## config.mk

```make
export PLATFORM = sky130hd
export DESIGN_NAME = hll_rank
export DESIGN_NICKNAME = d
export VERILOG_FILES = /design/src/rtl/hll_pkg.sv /design/src/rtl/hll_rank.sv
export SDC_FILE = /design/constraint.sdc
export NUM_CORES = 1
export LEC_CHECK = 0
export BUFFER_PORTS_ARGS = -buffer_cell sky130_fd_sc_hd__buf_2
export CAP_MARGIN = 20
export CORE_AREA = 2 2 39 41
export DETAILED_ROUTE_END_ITERATION = 8
export DIE_AREA = 0 0 41 43
export SLEW_MARGIN = 25
export SYNTH_ARGS = -nofsm -noshare
export SYNTH_HDL_FRONTEND = slang
export SYNTH_SLANG_ARGS = --single-unit
```

## constraint.sdc

```tcl
create_clock -name vclk -period 2.5
set_clock_uncertainty 0.1 [all_clocks]
set_input_delay 0.375 -clock vclk [all_inputs]
set_output_delay 0.375 -clock vclk [all_outputs]
set_load 0.1 [all_outputs]
```

## src/rtl/hll_pkg.sv

```systemverilog
package hll_pkg;

  localparam int unsigned HASH_W = 32;
  localparam int unsigned RANK_W = 5;
  localparam int unsigned SUM_W  = 43;
  localparam int unsigned ZCNT_W = 11;
  localparam int unsigned TERM_W = HASH_W + 1;

  typedef enum logic [1:0] {
    KIND_ADD   = 2'd0,
    KIND_CLEAR = 2'd1,
    KIND_QUERY = 2'd2
  } kind_e;

  typedef logic [RANK_W-1:0] rank_t;

endpackage

```

## src/rtl/hll_rank.sv

```systemverilog
module hll_rank import hll_pkg::*; #(
  parameter int unsigned REST_W = 22
) (
  input  logic [REST_W-1:0] rest_i,
  output rank_t             rank_o
);

  // Priority encoder: the highest set bit wins. With no bit set the rank is
  // one past the width of the remaining hash bits.
  always_comb begin
    rank_o = RANK_W'(REST_W + 1);
    for (int i = 0; i < int'(REST_W); i++) begin
      if (rest_i[i]) begin
        rank_o = RANK_W'(int'(REST_W) - i);
      end
    end
  end

endmodule

```

* Word-level counts from Yosys, hierarchy flattened *
Index checks and enable logic that the tools add are counted.

storage, ports and cells
  bits in registers = 0
  input port bits = 22
  output and inout bits = 5
  logic and storage cells = 22

operators by class
  multiplexer cells = 22

operators by type and width
  operator  number
  $mux W5   21
  $mux W1   1

* Longest topological paths before layout *
  word-level depth = 22
  depth in mapped cells = 4
  depth with buffers taken out = 4

* Least setup slack after synthesis *
Ideal clock, no wire load.

  path type = input to output
  from = in rest_i[12]
  to = out rank_o[2]
  data arrival time = 2.997 ns
  required time = 2.025 ns
  slack = -0.972 ns
  stages = 3
  path buffers = 0
  path through = nor4_1 o21ai_0 a21boi_0

on the way
  cells in the longest elaborated chain, start to end = 10

ends and longest elaborated chain
  item                   line            source
  from (decl)            hll_rank.sv:4   input logic [REST_W-1:0] rest_i,
  $mux W5 (10 in a row)  hll_rank.sv:13  if (rest_i[i]) begin
  to (decl)              hll_rank.sv:5   output rank_t rank_o

Every way passes these cells.

* Worst setup path after layout *
Ends and elaborated chain as after synthesis.

==> results.json <==
{
  "status": "completed",
  "syn2layout_area_growth_pct": 86.5,
  "worstPathRequired_ps": 2030,
  "max_stage_delay_ps": 440,
  "via_per_inst": 4.70,
  "cp-start-kind": "input port",
  "gr-total-overflow": 0,
  "synth_top_area_share_pct": 12.4,
  "drc": 0,
  "initial_utilization_pct": 17.5,
  "synth_area_leaders": "nor2_1 12%, nor4_1 10%, o311ai_1 7.3%, o41ai_2 6.7%, a21oi_1 6.2%",
  "wirelength_microns": 785,
  "drive_gt1_share_pct": 49.3,
  "startpoint": "rest_i[12]",
  "syn_nets": 62,
  "antenna_found_initial": 0,
  "cts_resized": 0,
  "syn_area_sq_um": 241,
  "end_kind": "output pin",
  "cpMaxStageDelayCell": "buf_2",
  "cp_max_fo": 4,
  "rows": 14,
  "nClkBuffers": 0,
  "grt_pass1_vias": 318,
  "hold_violations": 0,
  "power_density_nw_per_um2": 195,
  "synthCells": 40,
  "rsz0062_at_grt": "no",
  "drt_first_iter_violations": 5,
  "place_inst": 83,
  "finalSetupViolations": 0,
  "postCtsSetupRepairBufs": 0,
  "hp-class": "input port to output pin",
  "register_area_sq_um": 0,
  "cp_common_cell": "buf_2",
  "fin_crit_ps": 2080,
  "relSlewSlack_pct": 67.0,
  "grt_first_pass_wirelength_mm": 1.19,
  "yosys.cell_types.count": 20,
  "die_h_microns": 43,
  "holdWs_ps": 992,
  "final_nets": 91,
  "io_pins": 27,
  "grt.total_usage_pct": 8.89,
  "avgRoutedWirePerCell_microns": 9.46,
  "ir_drop_uv": 48.5,
  "finalMaxSlewViolations": 0,
  "setup_tns_ps": 0,
  "ant_nets": 0,
  "yosysWarnings": 0,
  "cts_hold_buf": 0,
  "die_x_microns": 41,
  "path_class": "input port to output pin",
  "period_share_pct": 83.0,
  "dpl.hpwl_microns": 726,
  "fmax_ghz": 0.482,
  "dr_total_vias": 390,
  "worstHoldStart": "rest_i[21]",
  "path_cells": "buf_2 -> nor4_1 -> o21ai_0 -> a21boi_1 -> buf_2",
  "syn_avg_cell_area_sq_um": 6.04,
  "die_area_sq_um": 1760,
  "worstPathArrival_ps": 1600,
  "antenna_cells": 0,
  "final_cells": 83,
  "max_slew.worst_pin.slew_ps": 490,
  "max_cap_viol_count": 0,
  "flops_and_latches": 0,
  "numPortBuffers": 27,
  "grt_max_degree": 6,
  "place_congestion": 0.794,
  "first_pass_iters": 4,
  "yosys-top-cells-count": "8 x nor2_1, 4 x inv_1, 4 x nor4_1",
  "synth.most_common_cell": "nor2_1",
  "p_leak_nw": 0.202,
  "core_area_sq_um": 1380,
  "seq_area_frac_synth_pct": 0,
  "synth_largest_area_cell": "nor2_1"
}
layout make-up:
class | instances | area [sq um]
multi-input combinational | 36 | 250
fill | 159 | 933
inverter | 4 | 15.0
tap | 16 | 20.0
timing repair buffer | 27 | 165
through the flow:
stage          area, sq um  setup slack [ps]  utilization (%)  power, mW
3_3_place_gp           450               409             32.5     0.0877
3_5_place_dp           450               428             32.5     0.0881
5_1_grt                450               323             32.5     0.0941
6_report               450               425             32.5     0.0876
4_1_cts                450               422             32.5     0.0884
2_1_floorplan          265              -241                -     0.0458
cells by family (layout without fill, tap and decap cells):
kind of cell | count (synthesis) | in the layout | synth area share (%)
AND/OR/NAND/NOR | 23 | 23 | 47.7
AO/OA/AOI/OAI | 13 | 13 | 46.1
buffers and inverters | 4 | 31 | 6.22
per-layer routing:
metal | share of wire, % | global-route usage (%)
met1 | 46 | 14.6
met2 | 42 | 13.1
met3 | 11 | 0.524
met4 | 0 | 0
met5 | 0 | 0
worst max-delay path, delay by kind of cell:
family | cells | cell delay [ps]
AOI/OAI and AO/OA | 2 | 310
buffers and inverters | 2 | 560
and+or+nand+nor | 1 | 350
layout by cell type, fill, tap and decap left out, drive strengths merged, types with 2 or more instances in the layout:
cell	instances
buf	27
nor2	9
nor4	4
inv	4
a21oi	3
nor3	2
nand2	2
o311ai	2
nand2b	2
nor2b	2
o21ai	2
a211oi	2
path summary, 6_finish.rpt:
check / endpoint / slack, ps / cells after the start
setup / recovery: rank_o[2] / 420 / 5
hold / removal: rank_o[1] / 990 / 3
power breakdown:
part / total (mW) / internal [mW] / leakage [nW] / switching [mW]
Sequential: 0 / 0 / 0 / 0
Combinational: 0.0876 / 0.0345 / 0.202 / 0.0531
Clock: 0 / 0 / 0 / 0
Total: 0.0876 / 0.0345 / 0.202 / 0.0531
No activity file was read; power rests on OpenSTA's default activity.
